### src/rtl/ga3s_pkg.sv
// Shared types, constants and sizing helpers for the 3D adjoint gradient stencil.
package ga3s_pkg;

    localparam int SX_W  = 7;
    localparam int SY_W  = 7;
    localparam int SZ_W  = 13;
    localparam int V_W   = 32;
    localparam int D_W   = V_W + 1;
    localparam int P_W   = 2 * V_W + 1;
    localparam int FRAC  = 16;
    localparam int REG_W = 32;
    localparam int IDX_W = 3;

    // largest row/plane count a 7-bit size register can hold, and largest plane count a 13-bit one can hold
    localparam int ROW_CAP   = 2 ** SX_W - 1;
    localparam int DEPTH_CAP = 2 ** SZ_W - 1;

    localparam logic [SX_W-1:0]         SIZE_RST  = SX_W'(64);
    localparam logic [SZ_W-1:0]         DEPTH_RST = SZ_W'(64);
    localparam logic signed [V_W-1:0]   COEF_RST  = 32'shFFFF_0000;
    localparam logic signed [V_W-1:0]   SAT_MAX   = 32'sh7FFF_FFFF;
    localparam logic signed [V_W-1:0]   SAT_MIN   = 32'sh8000_0000;

    localparam logic KIND_VOXEL = 1'b0;
    localparam logic KIND_DRAIN = 1'b1;

    typedef enum logic [IDX_W-1:0] {
        REG_SIZE_X = 3'd0,
        REG_SIZE_Y = 3'd1,
        REG_SIZE_Z = 3'd2,
        REG_COEF_X = 3'd3,
        REG_COEF_Y = 3'd4,
        REG_COEF_Z = 3'd5
    } t_reg_idx;

    typedef struct packed {
        logic                  kind;
        logic signed [V_W-1:0] comp_x;
        logic signed [V_W-1:0] comp_y;
        logic signed [V_W-1:0] comp_z;
    } t_in;

    typedef struct packed {
        logic signed [V_W-1:0] result_value;
        logic                  volume_end;
    } t_out;

    // control that rides alongside the ring read data
    typedef struct packed {
        logic                  valid;
        logic                  first_x;
        logic                  first_y;
        logic                  first_z;
        logic                  vol_end;
        logic signed [V_W-1:0] z_next;
    } t_tap;

    typedef struct packed {
        logic valid;
        logic vol_end;
    } t_ctl;

    function automatic int plane_cap(input int max_plane);
        return (max_plane < ROW_CAP * ROW_CAP) ? max_plane : ROW_CAP * ROW_CAP;
    endfunction

    function automatic int pos_width(input int max_plane, input int max_depth);
        longint t;
        t = longint'(plane_cap(max_plane))
            * longint'((max_depth < DEPTH_CAP) ? max_depth : DEPTH_CAP) + 64'sd1;
        return $clog2(t);
    endfunction

endpackage

### src/rtl/ga3s_cfg.sv
// Configuration registers, size clamping and derived plane/volume counts.
module ga3s_cfg import ga3s_pkg::*; #(
    parameter int MAX_ROW   = 64,
    parameter int MAX_PLANE = 4096,
    parameter int MAX_DEPTH = 4096,
    parameter int PL_W      = 13,
    parameter int POS_W     = 25
) (
    input  logic                   i_clk,
    input  logic                   i_rst_n,
    input  logic                   i_cfg_we,
    input  logic [IDX_W-1:0]       i_cfg_idx,
    input  logic [REG_W-1:0]       i_cfg_data,
    output logic                   o_size_wr,
    output logic                   o_busy,
    output logic [SX_W-1:0]        o_nx,
    output logic [SX_W-1:0]        o_nx_m1,
    output logic [SY_W-1:0]        o_ny_m1,
    output logic [PL_W-1:0]        o_plane,
    output logic [POS_W-1:0]       o_total,
    output logic [POS_W-1:0]       o_total_m1,
    output logic signed [V_W-1:0]  o_coef_x,
    output logic signed [V_W-1:0]  o_coef_y,
    output logic signed [V_W-1:0]  o_coef_z
);

    localparam int XHI_I = (MAX_ROW < MAX_PLANE / 2) ? MAX_ROW : MAX_PLANE / 2;
    localparam logic [SX_W-1:0] XHI = SX_W'((XHI_I > ROW_CAP) ? ROW_CAP : XHI_I);
    localparam logic [SZ_W-1:0] ZHI = SZ_W'((MAX_DEPTH > DEPTH_CAP) ? DEPTH_CAP : MAX_DEPTH);
    localparam logic [1:0]      SETTLE = 2'd3;

    logic [SX_W-1:0]       r_size_x;
    logic [SY_W-1:0]       r_size_y;
    logic [SZ_W-1:0]       r_size_z;
    logic signed [V_W-1:0] r_coef_x, r_coef_y, r_coef_z;
    logic [1:0]            r_settle;

    logic [SX_W-1:0]       r_nx, r_nx_m1, nx_c;
    logic [SY_W-1:0]       r_ny, r_ny_m1, ny_c, yhi;
    logic [SZ_W-1:0]       r_nz, nz_c;
    logic [PL_W-1:0]       r_plane;
    logic [POS_W-1:0]      r_total, r_total_m1;
    logic [2*SX_W-1:0]     plane_full;
    logic [PL_W+SZ_W-1:0]  total_full, total_m1_full;

    // upper bound on rows per plane for each row length, fixed at elaboration
    logic [SY_W-1:0] c_yhi [0:ROW_CAP];
    for (genvar g = 0; g <= ROW_CAP; g++) begin : g_yhi
        localparam int YQ = MAX_PLANE / ((g < 2) ? 2 : g);
        assign c_yhi[g] = SY_W'((YQ > ROW_CAP) ? ROW_CAP : YQ);
    end

    assign o_size_wr = i_cfg_we && (i_cfg_idx == REG_SIZE_X || i_cfg_idx == REG_SIZE_Y
                                    || i_cfg_idx == REG_SIZE_Z);

    always_ff @(posedge i_clk) begin
        if (!i_rst_n) begin
            r_size_x <= SIZE_RST;
            r_size_y <= SIZE_RST;
            r_size_z <= DEPTH_RST;
            r_coef_x <= COEF_RST;
            r_coef_y <= COEF_RST;
            r_coef_z <= COEF_RST;
            r_settle <= SETTLE;
        end else begin
            if (o_size_wr) begin
                r_settle <= SETTLE;
            end else if (r_settle != 2'd0) begin
                r_settle <= r_settle - 2'd1;
            end
            if (i_cfg_we) begin
                case (i_cfg_idx)
                    REG_SIZE_X: r_size_x <= i_cfg_data[SX_W-1:0];
                    REG_SIZE_Y: r_size_y <= i_cfg_data[SY_W-1:0];
                    REG_SIZE_Z: r_size_z <= i_cfg_data[SZ_W-1:0];
                    REG_COEF_X: r_coef_x <= i_cfg_data[V_W-1:0];
                    REG_COEF_Y: r_coef_y <= i_cfg_data[V_W-1:0];
                    REG_COEF_Z: r_coef_z <= i_cfg_data[V_W-1:0];
                    default: ;
                endcase
            end
        end
    end

    always_comb begin
        if (r_size_x < SX_W'(2)) begin
            nx_c = SX_W'(2);
        end else if (r_size_x > XHI) begin
            nx_c = XHI;
        end else begin
            nx_c = r_size_x;
        end
        yhi = c_yhi[nx_c];
        if (r_size_y < SY_W'(2)) begin
            ny_c = SY_W'(2);
        end else if (r_size_y > yhi) begin
            ny_c = yhi;
        end else begin
            ny_c = r_size_y;
        end
        if (r_size_z < SZ_W'(2)) begin
            nz_c = SZ_W'(2);
        end else if (r_size_z > ZHI) begin
            nz_c = ZHI;
        end else begin
            nz_c = r_size_z;
        end
    end

    assign plane_full    = r_nx * r_ny;
    assign total_full    = r_plane * r_nz;
    assign total_m1_full = total_full - (PL_W+SZ_W)'(1);

    // clamp -> plane product -> volume product, one register each
    always_ff @(posedge i_clk) begin
        r_nx       <= nx_c;
        r_ny       <= ny_c;
        r_nz       <= nz_c;
        r_nx_m1    <= nx_c - SX_W'(1);
        r_ny_m1    <= ny_c - SY_W'(1);
        r_plane    <= plane_full[PL_W-1:0];
        r_total    <= total_full[POS_W-1:0];
        r_total_m1 <= total_m1_full[POS_W-1:0];
    end

    assign o_busy     = (r_settle != 2'd0);
    assign o_nx       = r_nx;
    assign o_nx_m1    = r_nx_m1;
    assign o_ny_m1    = r_ny_m1;
    assign o_plane    = r_plane;
    assign o_total    = r_total;
    assign o_total_m1 = r_total_m1;
    assign o_coef_x   = r_coef_x;
    assign o_coef_y   = r_coef_y;
    assign o_coef_z   = r_coef_z;

endmodule

### config.mk
export PLATFORM = sky130hd
export DESIGN_NAME = ga3s_cfg
export DESIGN_NICKNAME = d
export VERILOG_FILES = /design/src/rtl/ga3s_pkg.sv /design/src/rtl/ga3s_cfg.sv
export SDC_FILE = /design/constraint.sdc
export NUM_CORES = 1
export LEC_CHECK = 0
export ABC_AREA = 1
export BUFFER_PORTS_ARGS = -buffer_cell sky130_fd_sc_hd__buf_2
export CAP_MARGIN = 30
export CORE_MARGIN = 8
export CORE_UTILIZATION = 40
export DETAILED_ROUTE_END_ITERATION = 8
export GPL_TIMING_DRIVEN = 1
export PLACE_DENSITY = 0.61
export SYNTH_ARGS = -nofsm -noshare
export SYNTH_HDL_FRONTEND = slang
export SYNTH_SLANG_ARGS = --single-unit
### constraint.sdc
create_clock -name i_clk -period 6 [get_ports i_clk]
set_input_delay 1.2 -clock i_clk [delete_from_list [all_inputs] [get_ports i_clk]]
set_output_delay 1.2 -clock i_clk [all_outputs]
set_load 0.02 [all_outputs]
=== Yosys cells after proc, flatten, opt, wreduce, memory -nomap -nowiden ===
Memory sizes are Yosys's and may differ from the RTL's.
Cells that the tools add are included.

* Input port bits: 38
* ROM bits: 896
* Flip-flop bits (word level): 229
* Output and inout bits: 182
* Memories: 1
* Logic and storage cells: 57

* Bitwise logic cells: 2
* $lt $le $gt $ge: 7
* Multiplexer cells: 7
* $add $sub $neg: 4
* Multiply operators: 2
* Eq/ne operators: 5
* Reductions and logical operators: 13

{| class="wikitable"
|+ Memories
! name !! words !! bits a word !! rd ports !! clocked after Yosys merged registers in !! wr ports !! RTL line !! RTL
|-
| (name not given) || 128 || 7 || 1 || 0 || 0 || ga3s_cfg.sv:93 || <nowiki>yhi = c_yhi[nx_c];</nowiki>
|}

{| class="wikitable"
|+ Operator list
! kind !! number
|-
| two-way mux 7 bit || 6
|-
| multiplier 13 x 13 -> 25 bit || 1
|-
| subtractor 25 x 1 -> 25 bit (second input constant) || 1
|-
| less-than comparator 7 x 2 -> 1 bit (second input constant) || 2
|-
| subtractor 7 x 1 -> 7 bit (second input constant) || 2
|-
| greater-than comparator 13 bit (second input constant) || 1
|-
| less-than comparator 13 x 2 -> 1 bit (second input constant) || 1
|-
| multiplier 7 x 7 -> 13 bit || 1
|-
| two-way mux 13 bit || 1
|-
| AND reduction 2 bit || 6
|-
| >= comparator 8 bit (second input constant) || 1
|-
| NOT 7 -> 8 bit || 1
|-
| greater-than comparator 7 bit || 1
|-
| greater-than comparator 7 bit (second input constant) || 1
|-
| equality test 3 x 2 -> 1 bit (second input constant) || 2
|-
| equality test 3 bit (second input constant) || 2
|-
| OR reduction 2 bit || 2
|-
| equality test 3 x 1 -> 1 bit (second input constant) || 1
|-
| logical NOT 3 bit || 1
|-
| logical OR 1 bit || 2
|-
| nonzero test 2 bit || 1
|-
| subtractor 2 x 1 -> 2 bit (second input constant) || 1
|-
| logical AND 1 bit || 1
|-
| NOT 1 bit || 1
|}

=== Longest topological paths before layout ===
* Depth in word-level cells: 11
* Mapped depth: 30
* Depth with buffers taken out: 29

=== Least setup slack after synthesis ===
No wires, ideal clock.

* Path kind: register to register
* Start point: register r_plane[7] (netlist: o_plane[7])
* End point: register r_total_m1[21] (netlist: o_total_m1[21])
* Required time: 5.887 ns
* Slack: 0.789 ns
* Stages on the path, launching flop included: 26
* Library setup time: 0.113 ns
* Data arrival time: 5.098 ns
* Period minus slack after synthesis: 5.211 ns
* Path buffers: 1
* Path through: dfxtp_1 clkbuf_1 nand2_1 fa_1 fa_1 fa_1 inv_1 fa_1 inv_1 fa_1 inv_1 ha_1 nand2_1 inv_1 nand2_1 nand2_1 a21oi_1 nand3_1 nand2_1 nand2_1 clkinv_1 nand2_1 nor2_1 nand3_1 nand2_1 nand2_1

* Word-level cells in the longest chain between the ends: 2

{| class="wikitable"
|+ RTL lines
! element !! RTL line !! RTL
|-
| start: declaration || ga3s_cfg.sv:41 || <nowiki>logic [PL_W-1:0] r_plane;</nowiki>
|-
| start signal: assignment || ga3s_cfg.sv:121 || <nowiki>r_plane <= plane_full[PL_W-1:0];</nowiki>
|-
| multiplier 13 x 13 -> 25 bit || ga3s_cfg.sv:111 || <nowiki>assign total_full = r_plane * r_nz;</nowiki>
|-
| subtractor 25 x 1 -> 25 bit || ga3s_cfg.sv:112 || <nowiki>assign total_m1_full = total_full - (PL_W+SZ_W)'(1);</nowiki>
|-
| via total_m1_full[21] || ga3s_cfg.sv:44 || <nowiki>logic [PL_W+SZ_W-1:0] total_full, total_m1_full;</nowiki>
|-
| end signal: assignment || ga3s_cfg.sv:123 || <nowiki>r_total_m1 <= total_m1_full[POS_W-1:0];</nowiki>
|-
| end: declaration || ga3s_cfg.sv:42 || <nowiki>logic [POS_W-1:0] r_total, r_total_m1;</nowiki>
|}

The timed path passes the listed nets, and every way through them passes these cells.
A chain may end at the register's enable or synchronous reset.

=== Final worst setup path ===
* Start point: register r_nz[7]
* End point: register r_total_m1[21] (netlist: o_total_m1[21])

* Word-level cells in the longest chain between the ends: 2

{| class="wikitable"
|+ RTL lines
! element !! RTL line !! RTL
|-
| start: declaration || ga3s_cfg.sv:40 || <nowiki>logic [SZ_W-1:0] r_nz, nz_c;</nowiki>
|-
| start signal: assignment || ga3s_cfg.sv:118 || <nowiki>r_nz <= nz_c;</nowiki>
|-
| multiplier 13 x 13 -> 25 bit || ga3s_cfg.sv:111 ||
|-
| subtractor 25 x 1 -> 25 bit || ga3s_cfg.sv:112 ||
|-
| via total_m1_full[21] || ga3s_cfg.sv:44 ||
|}

The timed path passes the listed nets, and every way through them passes these cells.

==> run_results.csv <==
group,metric,value,unit
outcome,run_status,"completed",
power,seq_power_share,36.0,%
timing,unrepaired_setup_endpoints_after_global_routing,"false",
routing,route.detailed.drc,0,
die,floorplan.initialDensity,40.4,%
cts,ctsHtreeMaxLevel,1,
worst_setup_path,crit_top_cell,"sky130_fd_sc_hd__nand2_1",
die,total_number_of_placement_rows,73,
grt,grt_remaining_overflow,0,
worst_setup_path,r2r_setup_slack,0.42,ns
cts,tritoncts,"built",
yosys,synth_fa_ha_area_share,27.0,%
power,clock_power_share,31.2,%
layout,fill_cells,4026,
die,floorplan.die_area,46700,µm²
layout,num_antenna_cells,0,
timing,timing.final.setup_violations,0,
grt,grt_antenna_before_repair,1,
worst_setup_path,crit_path_start,"r_nz[7]$_SDFF_PP0_",
power,irDropWorstVdd,0.179,mV
place,dpl_cell_area,17700,µm²
cts,postCtsSetupBuffers,0,
die,chipWidth,216,µm
place,place.port_buffers,219,
cts,tritoncts.num_buffers,26,
timing,timing.final.crit_share,92.9,%
routing,wl_per_cell,15.1,µm
power,cellInternalPower,0.00327,W
worst_setup_path,r2r_start,"r_nz[7]$_SDFF_PP0_",
cts,cts-root-to-sink-buffers,3,
cts,ctsRootBufferMaster,"sky130_fd_sc_hd__clkbuf_16",
worst_hold_path,hold_class,"flip-flop to flip-flop",
yosys,synth.avg_cell_area,7.38,µm²
die,design.portCount,220,
yosys,netlist_area,16000,µm²
timing,tightest_slew_margin_relative_to_the_limit,53.4,%
worst_setup_path,critPathSlowestCell,"sky130_fd_sc_hd__dfxtp_1",
worst_setup_path,end_of_the_worst_register_to_register_path,"o_total_m1[21]$_DFF_P_",
place,gp_congestion,0.906,
layout,most_frequent_standard_cell_in_the_layout_excluding_fill_and_tap_cells,"sky130_fd_sc_hd__nand2_1",
yosys,synth.distinct_cells,40,
timing,finalHoldViolations,0,
routing,drtIter0Drc,804,
worst_setup_path,worstSetupEndpoint,"o_total_m1[21]$_DFF_P_",
yosys,postSynth.topFlopCell,"sky130_fd_sc_hd__dfxtp_1",
worst_setup_path,timing.critical_path.fanout_max,13,
yosys,synth_top_family_by_area,"adder cells",
routing,ant_nets,0,
worst_setup_path,rr_worst_depth,25,
timing,post_layout_min_period,5.58,ns
yosys,post_synth_mux_area_share,0,%
die,core_area,39600,µm²
worst_setup_path,max_stage_delay_on_crit_path,0.64,ns
worst_hold_path,worstHoldPathCells,0,
cts,clk_pin_slew_worst_paths,0.06,ns
worst_setup_path,worstSetupPathType,"flip-flop to flip-flop",
yosys,synth.top_cells.by_area,"sky130_fd_sc_hd__dfxtp_1, sky130_fd_sc_hd__fa_1, sky130_fd_sc_hd__nand2_1",
yosys,synth_compound_area_share,5.19,%
layout,highest_count_cells_in_the_layout_ignoring_fill_and_taps,"sky130_fd_sc_hd__nand2_1, sky130_fd_sc_hd__inv_1, sky130_fd_sc_hd__buf_2, sky130_fd_sc_hd__dfxtp_1, sky130_fd_sc_hd__nor2_1",
power,powerDensity,283,nW/µm²
cts,cts_sinks,229,
timing,setup_tns,0,ns
worst_setup_path,startpoint_type,"flip-flop",
yosys,synth_seq_area_share,28.6,%
yosys,post_synthesis_async_set_or_reset_flop_share,0,%
yosys,synth_xor_area_share,2.15,%
routing,route.final.wire_length,43800,µm
yosys,synthesis.nets,2467,
routing,num_vias,13900,
die,chipHeight,216,µm
grt,first_global_vias,14500,
flow_run,max_cap_violations,0,
yosys,number_of_flip_flops_and_latches_in_the_synthesized_netlist,229,
layout,drive_gt1_share,14.1,%
layout,nNetsFinal,2664,
power,post-layout-total-power,0.00525,W
cts,clock_latency,0.53,ns
routing,firstDrtPassIters,5,
worst_setup_path,worst-endpoint-required,6.42,ns
yosys,number_of_flops_mapped_to_enable_cells_by_yosys,0,
power,part_of_the_total_power_dissipated_in_combinational_logic,32.8,%
timing,slew_violations,0,
grt,grt_first_pass_wirelength,72600,µm
worst_setup_path,critPathCaptureType,"flip-flop",
yosys,yosysWarnings,0,
grt,all_layer_global_routing_usage,18.7,%
timing,finClkSkew,0.0148,ns
layout,area_growth_from_synthesis_to_layout,16.1,%
yosys,synthesis.instances,2169,
yosys,synth_largest_area_cell,"sky130_fd_sc_hd__dfxtp_1",
timing,worstMarginPinSlew,0.698,ns
routing,routed_via_density,4.78,
worst_setup_path,worst_ep_arrival_time,5.99,ns
power,power_switching,0.00198,W
yosys,synthDominantCellAreaShare,28.6,%
timing,fmax,179,MHz
power,power.share.switching,37.8,%
grt,grt_max_degree,71,
layout,final_design_area_no_fill,18600,µm²
power,power.static_leakage,10.8,nW
yosys,post_synth_and_or_nand_nor_area_fraction,24.8,%
worst_hold_path,worstHoldStart,"r_size_z[12]$_SDFFE_PN0P_",
place,place.detailed.hpwl,34400,µm
[critical path, delay by kind of cell (launching register included)]
kind                       cells  cell delay [ns]
adders and majority gates      6             2.90
buffers and inverters          5             0.38
and+or+nand+nor               14             1.53
DFF                            1             0.64
[worst min-delay path by stage]
stage	end	slack [ns]
finish	r_nz[12]$_SDFF_PP0_	0.43
global route	r_nz[12]$_SDFF_PP0_	0.45
CTS	r_nz[12]$_SDFF_PP0_	0.42
detailed placement	r_nz[12]$_SDFF_PP0_	0.41
global placement	r_nz[12]$_SDFF_PP0_	0.40
floorplan	r_nz[0]$_SDFF_PP0_	0.42
[power groups by stage]
stage | sequential [W] | clock [W] | combinational [W]
2_1_floorplan | 0.00202 | 0 | 0.00105
3_3_place_gp | 0.00191 | 0 | 0.00173
3_5_place_dp | 0.00192 | 0 | 0.00173
4_1_cts | 0.00189 | 0.00169 | 0.00174
5_1_grt | 0.00191 | 0.00174 | 0.00195
6_report | 0.00189 | 0.00164 | 0.00172
[kinds of logic after synthesis]
kind of cell | after synthesis
xor+xnor | 35
flops | 229
fa+ha+maj | 260
compound gates | 160
buf+inv | 520
simple gates | 965
[sequential cells by signal, summed over array words and instances, names as in the netlist]
name and cells:
o_ny_m1 7, r_size_x 7, o_plane 13, r_settle 2
o_nx_m1 7, o_coef_z 32, o_coef_x 32, o_coef_y 32
o_total 25, o_total_m1 25, r_nz 13, r_size_z 13
r_size_y 7, r_ny 7, o_nx 7
[synthesized netlist by cell type (2+ instances only)]
library cell	count
sky130_fd_sc_hd__or2_2	2
sky130_fd_sc_hd__a21oi_1	53
sky130_fd_sc_hd__o21ai_1	3
sky130_fd_sc_hd__nor2_1	190
sky130_fd_sc_hd__xor2_1	22
sky130_fd_sc_hd__inv_1	440
sky130_fd_sc_hd__buf_2	2
sky130_fd_sc_hd__clkinv_1	3
sky130_fd_sc_hd__a31oi_1	2
sky130_fd_sc_hd__nand2_2	7
sky130_fd_sc_hd__xor2_2	5
sky130_fd_sc_hd__clkbuf_1	62
sky130_fd_sc_hd__nand3_2	5
sky130_fd_sc_hd__nand3b_1	3
sky130_fd_sc_hd__xnor2_1	8
sky130_fd_sc_hd__inv_2	11
sky130_fd_sc_hd__dfxtp_1	229
sky130_fd_sc_hd__nor2_4	6
sky130_fd_sc_hd__o211ai_1	3
sky130_fd_sc_hd__nand2_1	609
sky130_fd_sc_hd__o21ai_0	91
sky130_fd_sc_hd__nand3_1	104
sky130_fd_sc_hd__nor3_1	7
sky130_fd_sc_hd__fa_1	143
sky130_fd_sc_hd__nor4_1	3
sky130_fd_sc_hd__nand4_1	21
sky130_fd_sc_hd__a211oi_1	2
sky130_fd_sc_hd__nor2_2	5
sky130_fd_sc_hd__ha_1	117
[timing repair]
action / 4_1_cts / 5_1_grt
resized for setup: 0 / 14
endpoints found under the setup margin: 0 / 5
hold buffers: 0 / 0
[metrics by stage]
step	setup slack, ns	cells	hold WS (ns)	utilization (%)
after detailed placement	0.290	2863	0.405	44.6
after CTS	0.263	2909	0.417	46.9
after global placement	0.322	2860	0.396	44.4
after floorplan	0.789	2169	0.421	-
after global routing	0.0111	2909	0.449	46.9
final	0.424	2909	0.425	46.9
[cell type report]
type                            instances  area, µm²  area share [%]
Timing Repair Buffer                  235       1260            6.80
Clock inverter                         12        161           0.868
Clock buffer                           34        732            3.94
Sequential cell                       229       4600            24.7
Tap cell                              525        657            3.53
Inverter                              454       1700            9.16
Multi-Input combinational cell       1420       9470            51.0
[layer usage]
layer	wire length, µm	vias to the layer above	GRT usage (%)
met5	8	-	0
met4	1040	2	5.16
met3	3580	71	5.38
met2	20200	378	30.9
met1	19000	6576	23.5
li1	-	6880	-
Note: power is estimated with default switching activity, not from simulation.
