==> src/rtl/ga3s_pkg.sv <==
// Shared types, constants and sizing helpers for the 3D adjoint gradient stencil.
package ga3s_pkg;

    localparam int SX_W  = 7;
    localparam int SY_W  = 7;
    localparam int SZ_W  = 13;
    localparam int V_W   = 32;
    localparam int D_W   = V_W + 1;
    localparam int P_W   = 2 * V_W + 1;
    localparam int FRAC  = 16;
    localparam int REG_W = 32;
    localparam int IDX_W = 3;

    // largest row/plane count a 7-bit size register can hold, and largest plane count a 13-bit one can hold
    localparam int ROW_CAP   = 2 ** SX_W - 1;
    localparam int DEPTH_CAP = 2 ** SZ_W - 1;

    localparam logic [SX_W-1:0]         SIZE_RST  = SX_W'(64);
    localparam logic [SZ_W-1:0]         DEPTH_RST = SZ_W'(64);
    localparam logic signed [V_W-1:0]   COEF_RST  = 32'shFFFF_0000;
    localparam logic signed [V_W-1:0]   SAT_MAX   = 32'sh7FFF_FFFF;
    localparam logic signed [V_W-1:0]   SAT_MIN   = 32'sh8000_0000;

    localparam logic KIND_VOXEL = 1'b0;
    localparam logic KIND_DRAIN = 1'b1;

    typedef enum logic [IDX_W-1:0] {
        REG_SIZE_X = 3'd0,
        REG_SIZE_Y = 3'd1,
        REG_SIZE_Z = 3'd2,
        REG_COEF_X = 3'd3,
        REG_COEF_Y = 3'd4,
        REG_COEF_Z = 3'd5
    } t_reg_idx;

    typedef struct packed {
        logic                  kind;
        logic signed [V_W-1:0] comp_x;
        logic signed [V_W-1:0] comp_y;
        logic signed [V_W-1:0] comp_z;
    } t_in;

    typedef struct packed {
        logic signed [V_W-1:0] result_value;
        logic                  volume_end;
    } t_out;

    // control that rides alongside the ring read data
    typedef struct packed {
        logic                  valid;
        logic                  first_x;
        logic                  first_y;
        logic                  first_z;
        logic                  vol_end;
        logic signed [V_W-1:0] z_next;
    } t_tap;

    typedef struct packed {
        logic valid;
        logic vol_end;
    } t_ctl;

    function automatic int plane_cap(input int max_plane);
        return (max_plane < ROW_CAP * ROW_CAP) ? max_plane : ROW_CAP * ROW_CAP;
    endfunction

    function automatic int pos_width(input int max_plane, input int max_depth);
        longint t;
        t = longint'(plane_cap(max_plane))
            * longint'((max_depth < DEPTH_CAP) ? max_depth : DEPTH_CAP) + 64'sd1;
        return $clog2(t);
    endfunction

endpackage

==> src/rtl/ga3s_seq.sv <==
// Volume position tracking and ring addressing for each accepted item.
module ga3s_seq import ga3s_pkg::*; #(
    parameter int AW    = 13,
    parameter int PL_W  = 13,
    parameter int POS_W = 25
) (
    input  logic               i_clk,
    input  logic               i_rst_n,
    input  logic               i_en,
    input  logic               i_accept,
    input  t_in                i_item,
    input  logic               i_size_wr,
    input  logic [SX_W-1:0]    i_nx,
    input  logic [SX_W-1:0]    i_nx_m1,
    input  logic [SY_W-1:0]    i_ny_m1,
    input  logic [PL_W-1:0]    i_plane,
    input  logic [POS_W-1:0]   i_total,
    input  logic [POS_W-1:0]   i_total_m1,
    output logic               o_we,
    output logic [AW-1:0]      o_waddr,
    output logic [AW-1:0]      o_addr_e,
    output logic [AW-1:0]      o_addr_x,
    output logic [AW-1:0]      o_addr_y,
    output logic [AW-1:0]      o_addr_z,
    output t_tap               o_tap
);

    logic [POS_W-1:0] r_w, n_w, r_e, n_e;
    logic [SX_W-1:0]  r_i, n_i;
    logic [SY_W-1:0]  r_j, n_j;
    logic             r_k0, n_k0;
    t_tap             r_tap, n_tap;

    logic store, emit_v, emit_d, emit, last;
    logic [AW-1:0] ea, nx_a, pl_a;

    assign store  = i_accept && (i_item.kind == KIND_VOXEL) && (r_w < i_total);
    assign emit_v = store && (r_w >= POS_W'(i_plane));
    assign emit_d = i_accept && (i_item.kind == KIND_DRAIN) && (r_w == i_total)
                    && (r_e < i_total);
    assign emit   = emit_v || emit_d;
    assign last   = emit_d && (r_e == i_total_m1);

    always_comb begin
        n_w  = r_w;
        n_e  = r_e;
        n_i  = r_i;
        n_j  = r_j;
        n_k0 = r_k0;
        if (i_size_wr || last) begin
            n_w  = '0;
            n_e  = '0;
            n_i  = '0;
            n_j  = '0;
            n_k0 = 1'b1;
        end else begin
            if (store) begin
                n_w = r_w + POS_W'(1);
            end
            if (emit) begin
                n_e = r_e + POS_W'(1);
                if (r_i == i_nx_m1) begin
                    n_i = '0;
                    if (r_j == i_ny_m1) begin
                        n_j  = '0;
                        n_k0 = 1'b0;
                    end else begin
                        n_j = r_j + SY_W'(1);
                    end
                end else begin
                    n_i = r_i + SX_W'(1);
                end
            end
        end
    end

    always_ff @(posedge i_clk) begin
        if (!i_rst_n) begin
            r_w  <= '0;
            r_e  <= '0;
            r_i  <= '0;
            r_j  <= '0;
            r_k0 <= 1'b1;
        end else begin
            r_w  <= n_w;
            r_e  <= n_e;
            r_i  <= n_i;
            r_j  <= n_j;
            r_k0 <= n_k0;
        end
    end

    // ring slot = low bits of the voxel position; window spans under two planes
    assign ea   = r_e[AW-1:0];
    assign nx_a = AW'(i_nx);
    assign pl_a = AW'(i_plane);

    assign o_we     = store;
    assign o_waddr  = r_w[AW-1:0];
    assign o_addr_e = ea;
    assign o_addr_x = (r_i == '0) ? ea + AW'(1) : ea - AW'(1);
    assign o_addr_y = (r_j == '0) ? ea + nx_a : ea - nx_a;
    assign o_addr_z = ea - pl_a;

    always_comb begin
        n_tap.valid   = emit;
        n_tap.first_x = (r_i == '0);
        n_tap.first_y = (r_j == '0);
        n_tap.first_z = r_k0;
        n_tap.vol_end = last;
        n_tap.z_next  = i_item.comp_z;   // forward z neighbour is the item arriving now
    end

    always_ff @(posedge i_clk) begin
        if (!i_rst_n) begin
            r_tap <= '0;
        end else if (i_en) begin
            r_tap <= n_tap;
        end
    end

    assign o_tap = r_tap;

endmodule

==> config.mk <==
export PLATFORM = sky130hd
export DESIGN_NAME = ga3s_seq
export DESIGN_NICKNAME = d
export VERILOG_FILES = /design/src/rtl/ga3s_pkg.sv /design/src/rtl/ga3s_seq.sv
export SDC_FILE = /design/constraint.sdc
export NUM_CORES = 1
export LEC_CHECK = 0
export ABC_AREA = 1
export ABC_CLOCK_PERIOD_IN_PS = 3400
export BUFFER_PORTS_ARGS = -buffer_cell sky130_fd_sc_hd__clkbuf_2
export CORE_UTILIZATION = 23
export DETAILED_ROUTE_END_ITERATION = 10
export SLEW_MARGIN = 20
export SYNTH_ARGS = -nofsm -noshare
export SYNTH_HDL_FRONTEND = slang
export SYNTH_SLANG_ARGS = --single-unit
==> constraint.sdc <==
create_clock -name i_clk -period 3.4 [get_ports i_clk]
set_clock_uncertainty 0.05 [all_clocks]
set_input_delay 0 -clock i_clk [delete_from_list [all_inputs] [get_ports i_clk]]
set_output_delay 0 -clock i_clk [all_outputs]
set_load 0.05 [all_outputs]
After elaboration in Yosys (flattened, before gate mapping)
Cells that the tools add are included.
{ "word_totals": {"reg_bits": 102, "inputBits": 186, "output_inout_bits": 103, "word_cells": 47} }
{ "op_classes": {"n_addsub": 9, "n_lt_le_gt_ge": 3, "eq_ne": 4, "n_mux": 4, "bitwise_logic": 2, "reduce_logical": 14} }
{ "op_table": {"columns": ["op", "n"], "rows": [
  ["25-bit by 1-bit adder with 25-bit output, second input constant", 2],
  ["25-bit == test", 2],
  ["25-bit < comparator", 2],
  ["13-bit 2-to-1 mux", 2],
  ["25-bit by 13-bit greater-or-equal comparator with 1-bit output", 1],
  ["7-bit by 1-bit adder with 7-bit output, second input constant", 2],
  ["7-bit == test", 2],
  ["7-bit zero test", 2],
  ["7-bit 2-to-1 mux", 2],
  ["13-bit by 1-bit adder with 13-bit output, second input constant", 1],
  ["13-bit by 7-bit adder with 13-bit output", 1],
  ["13-bit by 1-bit subtractor with 13-bit output, second input constant", 1],
  ["13-bit subtractor", 1],
  ["13-bit by 7-bit subtractor with 13-bit output", 1],
  ["1-bit logical AND", 7],
  ["3-bit AND reduction", 1],
  ["1-bit logical OR", 2],
  ["1-bit inverter", 2],
  ["2-bit AND reduction", 1],
  ["2-bit OR reduction", 1]
]} }

Depth between registers and ports, before layout
Gate-level depths: netlist (run 1).
{ "logic_depth": {"ltp_word": 6, "mapped_depth": 18, "ltp_nobuf": 17} }

Worst setup path after synthesis (run 1)
OpenSTA, ideal clock, no wires.
{ "synth_path": {"path_kind": "reg2out", "start": "register r_j[0]", "end": "output o_addr_y[9]", "arrival_ns": 3.272, "t_required_ns": 3.350, "path_slack_ns": 0.078, "stages_incl_launch_ff": 15, "n_path_buf": 0, "cell_sequence": "dfxtp_1 -> inv_1 -> ha_1 -> nand4_1 -> inv_1 -> or2_2 -> xor2_1 -> inv_1 -> ha_1 -> a21oi_1 -> nand2_1 -> a21boi_0 -> o21ai_0 -> a31oi_1 -> xor2_1"} }
{ "synth_via": {"elab_chain_cells": 2} }
{ "synth_lines": {"columns": ["item", "line_no", "text"], "rows": [
  ["start: declaration", "ga3s_seq.sv:30", "logic [SY_W-1:0] r_j, n_j;"],
  ["start signal: assignment", "ga3s_seq.sv:88", "r_j <= n_j;"],
  ["7-bit zero test", "ga3s_seq.sv:102", "assign o_addr_y = (r_j == '0) ? ea + nx_a : ea - nx_a;"],
  ["13-bit 2-to-1 mux", "ga3s_seq.sv:102", null],
  ["end: declaration", "ga3s_seq.sv:23", "output logic [AW-1:0] o_addr_y,"]
]} }
No other way between the ends.

Final worst setup path (run 1)
{ "layout_path": {"start": "register r_i[4]", "end": "output o_addr_x[9]"} }
{ "layout_via": {"elab_chain_cells": 2} }
{ "layout_lines": {"columns": ["item", "line_no", "text"], "rows": [
  ["start: declaration", "ga3s_seq.sv:29", "logic [SX_W-1:0] r_i, n_i;"],
  ["start signal: assignment", "ga3s_seq.sv:87", "r_i <= n_i;"],
  ["7-bit zero test", "ga3s_seq.sv:101", "assign o_addr_x = (r_i == '0) ? ea + AW'(1) : ea - AW'(1);"],
  ["13-bit 2-to-1 mux", "ga3s_seq.sv:101", null],
  ["end: declaration", "ga3s_seq.sv:22", "output logic [AW-1:0] o_addr_x,"]
]} }
No other way between the ends.

==> results of run 1 <==
## state kept, by name (all words and copies together) (netlist names)
name / flops
r_j: 7
o_tap: 37
r_e: 25
r_i: 7
r_k0: 1
r_w: 25
## timing repair
item,CTS,global route
setup buffers,0,1
cloned,0,0
endpoints found under the hold margin,37,0
hold buffers,33,0
pin swaps,3,3
endpoints found under the setup margin,3,9
gates resized for setup,5,17
## cells by family (layout without fill, tap and decap cells)
| family | count (synthesis) | after routing | share of synthesized area |
|---|---|---|---|
| and+or+nand+nor | 651 | 651 | 0.297 |
| xor gates and xnor gates | 116 | 116 | 0.110 |
| other | 0 | 1 | 0 |
| buffers and inverters | 214 | 456 | 0.109 |
| AOI/OAI and AO/OA | 187 | 187 | 0.114 |
| adders and majority gates | 107 | 107 | 0.148 |
| DFF | 102 | 102 | 0.222 |
## area by class of cell
type | instances | area share
antenna | 1 | 0.000218
clock buffer | 11 | 0.0211
clock inverter | 5 | 0.00359
inverter | 152 | 0.0497
multi-input combinational | 1061 | 0.541
sequential | 102 | 0.178
tap | 518 | 0.0564
timing repair buffer | 288 | 0.150
## power groups by stage
| stage | clock, mW | combinational, mW | sequential [mW] |
|---|---|---|---|
| detailed placement | 0 | 0.552 | 1.27 |
| CTS | 1.11 | 0.586 | 1.24 |
| floorplan | 0 | 0.255 | 1.37 |
| finish | 1.08 | 0.584 | 1.24 |
| global placement | 0 | 0.546 | 1.27 |
| global route | 1.16 | 0.632 | 1.24 |
## cells in the mapped netlist, drive strengths merged (2+ instances only)
library cell  number  share of area
xor2              64          0.061
ha               104           0.14
a21o               6         0.0049
a21oi            106          0.064
dfxtp            102           0.22
buf               41          0.038
o21ai             57          0.031
a21boi             5         0.0041
nand4             33          0.022
a31oi              7         0.0048
fa                 3         0.0065
xnor2             52          0.049
o21bai             3         0.0024
nand3             57          0.031
nand3b             4         0.0033
nor3b              5         0.0041
nor4               7         0.0048
inv              150          0.061
clkinv             2        0.00082
nor2             182          0.076
nand2            325           0.13
clkbuf            21         0.0088
nor3              33          0.018
or2                4         0.0027
## routing by layer
metal  vias up  GRT usage  share of wire
met2       263      0.277           0.47
met5         -          0              0
li1       4925          -              -
met3        56     0.0392          0.055
met4         0     0.0666          0.031
met1      4455      0.199           0.44
## tightest hold or removal path, cell delays in order
cell and delay (ns):
clkbuf_2 0.09, xnor2_1 0.06, nand3_1 0.06, nor2_1 0.11, inv_1 0.10, o21ai_0 0.09, nand2_1 0.05
## metrics by stage
stage,setup slack (ns),power [mW],area (sq um)
after global routing,0.00309,3.03,11500
after global placement,0.248,1.81,10800
final,0.214,2.91,11500
after CTS,0.00483,2.94,11400
after detailed placement,0.262,1.82,10800
after floorplan,0.0781,1.62,9210
## worst paths after layout
kind	startpoint	to	slack, ns	depth (start not counted)
worst max-delay path	r_i[4]$_SDFFE_PP0P_	o_addr_x[9]	0.21	10
worst min-delay path	i_ny_m1[6]	r_k0$_SDFFE_PP1P_	0.16	7
worst max register to register	r_w[3]$_SDFFE_PP0P_	r_e[20]$_SDFFE_PP0P_	0.58	13
worst min register to register	r_k0$_SDFFE_PP1P_	r_k0$_SDFFE_PP1P_	0.44	2
==> summary.md, run 1 <==
| Metric | Value |
|---|---|
| Yosys reg bits | 102 |
| Die area | 40,900 sq um |
| Port Buffers | 224 |
| ANT nets after route | 0 |
| Synth Net Count | 1,670 |
| Inserted Clock Buffers | 9 |
| Share of layout cells above drive strength 1 | 0.193 |
| Vias/cell | 4.54 |
| Setup TNS | 0 ns |
| Yosys warnings | 0 |
| CP endpoint kind | primary output |
| Register area share after synthesis | 0.222 |
| # DRC | 0 |
| Layout fillers | 4,349 |
| CTS tree | yes |
| Clock Pin Slew Worst Setup and Hold Paths | 0.08 ns |
| Crit path time final | 3.19 ns |
| Detailed placement HPWL | 26,900 um |
| DP Cell Count | 2,087 |
| Worst Path Arrival | 3.14 ns |
| VDD IR max | 200 uV |
| DIE HEIGHT | 202 um |
| Non-Filler Instances | 2,138 |
| Chip Width | 202 um |
| RSZ-0062 raised after global routing | no |
| Seq pwr share | 0.427 |
| Static leakage power | 5.49 nW |
| Status | finished clean |
| Syn Inst Count | 1,377 |
| Worst Max-Slew Pin Slew | 1.00 ns |
| Final Max Tran Viols | 0 |
| Most used DFF post-synth | dfxtp_1 |
| Power per Cell Area | 253 nW/um^2 |
| Syn Std Cell Area | 9210 sq um |
| Synth async-reset ratio | 0 |
| Cell Chain, Critical Path | nor3_1 -> nand3_2 -> ha_1 -> a21oi_1 -> nand2_1 -> a21boi_0 -> o21ai_0 -> a31oi_1 -> xor2_1 -> clkbuf_2 |
| I/O pin count | 289 |
| GRT Residual Overflow | 0 |
| # rows | 72 |
| Root Driver | clkbuf_16 |
| Slowest-stage cell, CP | ha_1 |
| Most frequent cells in the layout | nand2_1 (319), clkbuf_2 (222), nor2_1 (178) |
| Worst EP required | 3.35 ns |
| NetSw | 966 uW |
| Family with the most delay on the worst path | compound AO/OA/AOI/OAI gates |
| Fin nets | 1,907 |
| Vias after detailed routing | 9,699 |
| First-pass GRT wire length | 51,500 um |
| Core area | 39,100 sq um |
| Syn-to-layout area delta | 24.7% |
| CP peak stage delay | 0.43 ns |
| Number of clock sinks | 102 |
| CP Buf/Inv Count | 1 |
| Total GRT Usage | 0.164 |
| Count of cell types in the netlist | 41 |
| Power share of the combinational group | 0.201 |
| H-tree levels | 3 |
| Routability cong. | 0.912 |
| Largest net degree at the start of global routing | 42 |
| Area of the multi-input gates | 6220 sq um |
| Commonest non-fill, non-tap cell in the layout | nand2_1 |
| Drt first pass iters | 5 |
| Routed len/inst | 15.8 um |
| Mean Syn Cell Area | 6.69 sq um |
| Max Root-Sink Buffers | 2 |
| Number of global-route vias before repair | 9,229 |
| Hold Path Class | primary input to flip-flop |
| Hold_ws | 0.162 ns |
| Peak Freq | 314 MHz |
| Clock network power share | 0.372 |
| Sequential Area | 2050 sq um |
| CP Launch Type | flip-flop |
| Tcrit/Tclk final | 0.937 |
| # Max-Cap Violations | 0 |
| Sw Ratio | 0.332 |
| Internal power | 1.94 mW |
| Clk_lat worst skew | 0.39 ns |
| Post-synth EDFFs | 0 |
| Worst slew margin | 0.329 |
| Critical Path Fanout Max | 9 |
| Final core occ | 0.294 |
| Starting density of the core | 0.236 |
| Final setup vio count | 0 |
| Initial antenna violation count | 1 |
| 1st-iter DRT viols | 577 |
| DRT Wirelength | 33,700 um |
| Setup CP Type | flip-flop to primary output |
| Hold Vio Cnt, Final | 0 |
No activity file was read; power rests on OpenSTA's default activity.
==> inputs of run 2 (changes only) <==
--- a/config.mk
+++ b/config.mk
@@ -8,8 +8,11 @@
 export ABC_AREA = 1
 export ABC_CLOCK_PERIOD_IN_PS = 3400
 export BUFFER_PORTS_ARGS = -buffer_cell sky130_fd_sc_hd__clkbuf_2
-export CORE_UTILIZATION = 23
+export CORE_UTILIZATION = 40
+export CTS_BUF_LIST = sky130_fd_sc_hd__clkbuf_4 sky130_fd_sc_hd__clkbuf_8 sky130_fd_sc_hd__clkbuf_16
 export DETAILED_ROUTE_END_ITERATION = 10
+export PLACE_DENSITY = 0.65
+export SKIP_LAST_GASP = 1
 export SLEW_MARGIN = 20
 export SYNTH_ARGS = -nofsm -noshare
 export SYNTH_HDL_FRONTEND = slang
==> summary.md, run 2 (synthesis results as in run 1) <==
| Metric | Value |
|---|---|
| Status | finished clean |
| # Max-Cap Violations | 0 (unchanged) |
| Crit path time final | 3.15 ns (-0.0391 ns) |
| Total GRT Usage | 0.236 (+0.0724) |
| Setup CP Type | flip-flop to primary output |
| RSZ-0062 raised after global routing | no |
| Core area | 22,600 sq um (-42%) |
| Number of global-route vias before repair | 8,950 (-3.0%) |
| Max reg flops | 37 (unchanged) |
| Static leakage power | 5.45 nW (-0.63%) |
| DRT Wirelength | 28,200 um (-16%) |
| Critical Path Fanout Max | 5 (-4) |
| Vias/cell | 5.08 (+12%) |
| Routed len/inst | 14.8 um (-5.8%) |
| GRT Residual Overflow | 0 (unchanged) |
| Power per Cell Area | 254 nW/um^2 (+0.21%) |
| Share of layout cells above drive strength 1 | 0.189 (-0.00424) |
| Root Driver | clkbuf_16 |
| Setup TNS | 0 ns (unchanged) |
| # DRC | 0 (unchanged) |
| VDD IR max | 195 uV (-2.6%) |
| # rows | 55 (-24%) |
| Chip Width | 154 um (-24%) |
| Peak Freq | 318 MHz (+1.2%) |
| Number of clock sinks | 102 (unchanged) |
| Die area | 23,600 sq um (-42%) |
| ANT nets after route | 0 (unchanged) |
| H-tree levels | 3 (unchanged) |
| Starting density of the core | 0.407 (+0.171) |
| Worst Path Arrival | 3.10 ns (-0.04 ns) |
| Max Root-Sink Buffers | 2 (unchanged) |
| Final setup vio count | 0 (unchanged) |
| Fin nets | 1,902 (-0.26%) |
| Clk_lat worst skew | 0.36 ns (-0.03 ns) |
| Drt first pass iters | 5 (unchanged) |
| CP endpoint kind | primary output |
| Most frequent cells in the layout | nand2_1 (319), clkbuf_2 (222), nor2_1 (178) |
| Worst slew margin | 0.552 (+0.223) |
| Detailed placement HPWL | 21,800 um (-19%) |
| Overall Power | 2.82 mW (-3.1%) |
| Syn-to-layout area delta | 20.6% |
| N_diodes | 0 (-1) |
| Final Max Tran Viols | 0 (unchanged) |
| Routability cong. | 0.945 (+3.6%) |
| Vias after detailed routing | 9,643 (-0.58%) |
| Worst Max-Slew Pin Slew | 0.672 ns (-0.329 ns) |
| 1st-iter DRT viols | 492 (-15%) |
| Tcrit/Tclk final | 0.925 (-0.0115) |
| CTS tree | yes |
| Largest net degree at the start of global routing | 48 (+14%) |
| Commonest non-fill, non-tap cell in the layout | nand2_1 |
| Clock Pin Slew Worst Setup and Hold Paths | 0.07 ns (about the same) |
| Hold Vio Cnt, Final | 0 (unchanged) |
| Initial antenna violation count | 0 (-1) |
| Hold Path Class | primary input to flip-flop |
| Inserted Clock Buffers | 9 (unchanged) |
| CP Launch Type | flip-flop |
| Port Buffers | 224 (unchanged) |
| DIE HEIGHT | 154 um (-24%) |
| Worst EP required | 3.35 ns (about the same) |
| First-pass GRT wire length | 44,400 um (-14%) |
| I/O pin count | 289 (unchanged) |
## run 2: changes by cell type in the layout (fill, tap and decap cells not counted), moves of 2 or more
cell,delta
o21ai_0,+2
o21ai_1,-2
clkinv_2,+2
buf_4,-5
clkbuf_4,+2
## run 2: report_power, final
part           total [mW]  switching (mW)  internal, mW
combinational       0.570           0.380         0.190
sequential           1.24          0.0154          1.22
clock                1.01           0.503         0.504
## run 2: timing repair
action,in CTS,in global routing
endpoints found under the setup margin,1,5
hold endpoints to repair,34,0
hold buffers,33,0
buffers inserted,0,1
gates resized for setup,2,13
pin swaps,0,3
## run 2: worst paths after layout
| kind | slack, ns | cells after the start | start | to |
|---|---|---|---|---|
| setup reg to reg | 0.73 | 12 | r_w[0]$_SDFFE_PP0P_ | r_k0$_SDFFE_PP1P_ |
| setup / recovery | 0.25 | 14 | r_j[1]$_SDFFE_PP0P_ | o_addr_y[10] |
| hold reg to reg | 0.44 | 2 | r_k0$_SDFFE_PP1P_ | r_k0$_SDFFE_PP1P_ |
| hold / removal | 0.03 | 4 | i_size_wr | r_e[22]$_SDFFE_PP0P_ |
## run 2: metrics by stage
stage / instances / hold slack (ns) / util / instance area (sq um) / worst slack, ns
final: 1898 / 0.0260 / 0.491 / 11100 / 0.253
after global routing: 1898 / 0.0627 / 0.491 / 11100 / 0.0252
after CTS: 1897 / 0.0231 / 0.488 / 11100 / 0.0161
after detailed placement: 1849 / 0.180 / 0.462 / 10500 / 0.293
after global placement: 1849 / 0.174 / 0.462 / 10500 / 0.319
after floorplan: 1377 / 0.0849 / - / 9210 / 0.0781
## run 2: layout make-up
| cell class | count | area, sq um |
|---|---|---|
| fill | 2330 | 11500 |
| multi-input combinational | 1061 | 6210 |
| sequential | 102 | 2040 |
| timing repair buffer | 283 | 1660 |
| inverter | 152 | 571 |
| tap | 285 | 357 |
| clock buffer | 10 | 233 |
| clock inverter | 5 | 35.0 |
## run 2: worst max-delay path, cell delays in order (launching register included)
cell	delay (ns)
dfxtp_2	0.36
inv_1	0.06
ha_1	0.18
nand4_1	0.13
inv_1	0.09
or2_2	0.31
xnor2_1	0.13
ha_1	0.35
a21oi_1	0.20
inv_1	0.07
a31oi_2	0.21
o21ai_2	0.10
a21oi_1	0.17
xnor2_1	0.14
clkbuf_4	0.25
## run 2: routing by layer
| layer | track usage | share of wire |
|---|---|---|
| met5 | 0 | 0 |
| met4 | 0.103 | 0.037 |
| met3 | 0.0290 | 0.045 |
| met2 | 0.410 | 0.49 |
| met1 | 0.293 | 0.43 |
==> inputs of run 3 (changes only) <==
--- a/config.mk
+++ b/config.mk
@@ -7,11 +7,10 @@
 export LEC_CHECK = 0
 export ABC_AREA = 1
 export ABC_CLOCK_PERIOD_IN_PS = 3400
-export BUFFER_PORTS_ARGS = -buffer_cell sky130_fd_sc_hd__clkbuf_2
 export CORE_UTILIZATION = 40
-export CTS_BUF_LIST = sky130_fd_sc_hd__clkbuf_4 sky130_fd_sc_hd__clkbuf_8 sky130_fd_sc_hd__clkbuf_16
+export CTS_BUF_LIST = sky130_fd_sc_hd__clkbuf_8
 export DETAILED_ROUTE_END_ITERATION = 10
-export PLACE_DENSITY = 0.65
+export DONT_BUFFER_PORTS = 1
 export SKIP_LAST_GASP = 1
 export SLEW_MARGIN = 20
 export SYNTH_ARGS = -nofsm -noshare
==> summary.md, run 3 (synthesis results as in run 1) <==
| Metric | Value |
|---|---|
| Number of global-route vias before repair | 8,461 (-5.5%) |
| Root Driver | clkbuf_8 |
| Starting density of the core | 0.407 (unchanged) |
| Setup CP Type | flip-flop to primary output |
| # Max-Cap Violations | 0 (unchanged) |
| Sw Ratio | 0.336 (+0.0167) |
| I/O pin count | 289 (unchanged) |
| Worst Path Arrival | 3.09 ns (about the same) |
| Clk_lat worst skew | 0.40 ns (+0.04 ns) |
| Worst r2r path cells | 13 (+1) |
| Peak Freq | 319 MHz (+0.31%) |
| First-pass GRT wire length | 44,200 um (-0.57%) |
| Total GRT Usage | 0.235 (-0.00108) |
| Routed len/inst | 16.1 um (+8.6%) |
| Initial antenna violation count | 0 (unchanged) |
| Fin nets | 1,737 (-8.7%) |
| Hold Vio Cnt, Final | 0 (unchanged) |
| Non-Filler Instances | 1,733 (-8.7%) |
| Detailed placement HPWL | 21,500 um (-1.3%) |
| Power per Cell Area | 240 nW/um^2 (-5.5%) |
| VDD IR max | 178 uV (-8.8%) |
| Most frequent cells in the layout | nand2_1 (319), nor2_1 (178), inv_1 (148) |
| Syn-to-layout area delta | 12.6% |
| Crit path time final | 3.14 ns (-0.00967 ns) |
| # DRC | 0 (unchanged) |
| CTS tree | yes |
| Clock network power share | 0.309 (-0.048) |
| CP Launch Type | flip-flop |
| Port Buffers | 0 (-100%) |
| Number of clock sinks | 102 (unchanged) |
| DRT Wirelength | 27,900 um (-0.86%) |
| Post-route cell area | 10,400 sq um (-6.6%) |
| Seq pwr share | 0.543 (+0.103) |
| Max Root-Sink Buffers | 2 (unchanged) |
| Largest net degree at the start of global routing | 45 (-6.3%) |
| Final setup vio count | 0 (unchanged) |
| Hold Path Depth | 6 (+2) |
| Worst slew margin | 0.332 (-0.220) |
| N_diodes | 0 (unchanged) |
| Drt first pass iters | 5 (unchanged) |
| ANT nets after route | 0 (unchanged) |
| Fin worst setup slack | 0.263 ns (+0.00967 ns) |
| Hold Path Class | primary input to flip-flop |
| NetSw | 834 uW (-7.1%) |
| Critical Path Fanout Max | 5 (unchanged) |
| Die area | 23,600 sq um (unchanged) |
| Worst Max-Slew Pin Slew | 0.996 ns (+0.324 ns) |
| Clock Pin Slew Worst Setup and Hold Paths | 0.11 ns (+0.04 ns) |
| Core area | 22,600 sq um (unchanged) |
| Status | finished clean |
| Share of layout cells above drive strength 1 | 0.0946 (-0.0945) |
| CP endpoint kind | primary output |
| Placed Area | 9730 sq um (-7.0%) |
| Power share of the combinational group | 0.148 (-0.054) |
| DIE HEIGHT | 154 um (unchanged) |
| Placement Setup Slack | 0.320 ns (+0.0273 ns) |
| Vias/cell | 5.19 (+2.1%) |
| 1st-iter DRT viols | 475 (-3.5%) |
| Vias after detailed routing | 8,987 (-6.8%) |
| DP Cell Count | 1,675 (-9.4%) |
| Tcrit/Tclk final | 0.923 (-0.00284) |
| Routability cong. | 0.918 (-2.8%) |
| # rows | 55 (unchanged) |
| Internal power | 1.65 mW (-14%) |
| Commonest non-fill, non-tap cell in the layout | nand2_1 |
| Worst EP required | 3.35 ns (about the same) |
| Chip Width | 154 um (unchanged) |
| H-tree levels | 3 (unchanged) |
| Final Max Tran Viols | 0 (unchanged) |
| Overall Power | 2.49 mW (-12%) |
| Max reg flops | 37 (unchanged) |
| Final core occ | 0.458 (-0.0323) |
| Inserted Clock Buffers | 9 (unchanged) |
| Static leakage power | 4.76 nW (-13%) |
| GRT Residual Overflow | 0 (unchanged) |
-- run 3: final timing paths --
path              slack, ns                   end            startpoint
setup / recovery       0.26          o_addr_y[10]   r_j[0]$_SDFFE_PP0P_
hold reg to reg        0.46  r_w[21]$_SDFFE_PP0P_  r_w[21]$_SDFFE_PP0P_
setup reg to reg       0.44  r_w[15]$_SDFFE_PP0P_   r_w[8]$_SDFFE_PP0P_
hold / removal         0.02     r_k0$_SDFFE_PP1P_            i_ny_m1[2]
-- run 3: stage by stage --
| step | TNS [ns] | hold WS [ns] |
|---|---|---|
| 2_1_floorplan | 0 | 0.0849 |
| 3_3_place_gp | 0 | 0.0482 |
| 3_5_place_dp | 0 | 0.0508 |
| 4_1_cts | 0 | 0.0136 |
| 5_1_grt | -0.0264 | 0.0408 |
| 6_report | 0 | 0.0239 |
-- run 3: what timing repair did --
item	4_1_cts	5_1_grt
setup endpoints to repair	2	5
pin swaps	0	2
hold buffers	39	0
gates resized for setup	2	13
hold endpoints to repair	48	0
buffers inserted	0	4
-- run 3: cell type report --
type	count	area, sq um
flip-flops and latches	102	2050
inverters	152	571
fillers	2344	12300
well taps	285	357
clock inverters	5	41.3
repair buffers	118	1010
clock buffers	10	138
multi-input cells	1061	6210
-- run 3: power by group through the flow --
stage	sequential [mW]	combinational [mW]	clock, mW
global route	1.35	0.404	0.838
finish	1.35	0.368	0.769
CTS	1.35	0.364	0.799
detailed placement	1.38	0.312	0
floorplan	1.37	0.255	0
global placement	1.38	0.308	0
-- run 3: critical path, stage by stage, from the launching register on --
cell	delay (ns)
dfxtp_4	0.38
inv_1	0.05
ha_1	0.19
nand4_1	0.13
inv_1	0.10
or2_2	0.31
xnor2_1	0.16
ha_2	0.34
a21oi_2	0.15
inv_1	0.06
a31oi_2	0.18
o21ai_1	0.12
a21oi_1	0.17
xnor2_1	0.14
buf_4	0.22
-- run 3: layer usage --
| metal | routed length, um | track usage | vias to the layer above | part of all wire |
|---|---|---|---|---|
| met5 | 0 | 0 | - | 0 |
| met4 | 665 | 0.0776 | 0 | 0.024 |
| met3 | 1290 | 0.0316 | 41 | 0.046 |
| met2 | 13600 | 0.412 | 261 | 0.49 |
| met1 | 12400 | 0.295 | 4095 | 0.44 |
| li1 | - | - | 4590 | - |
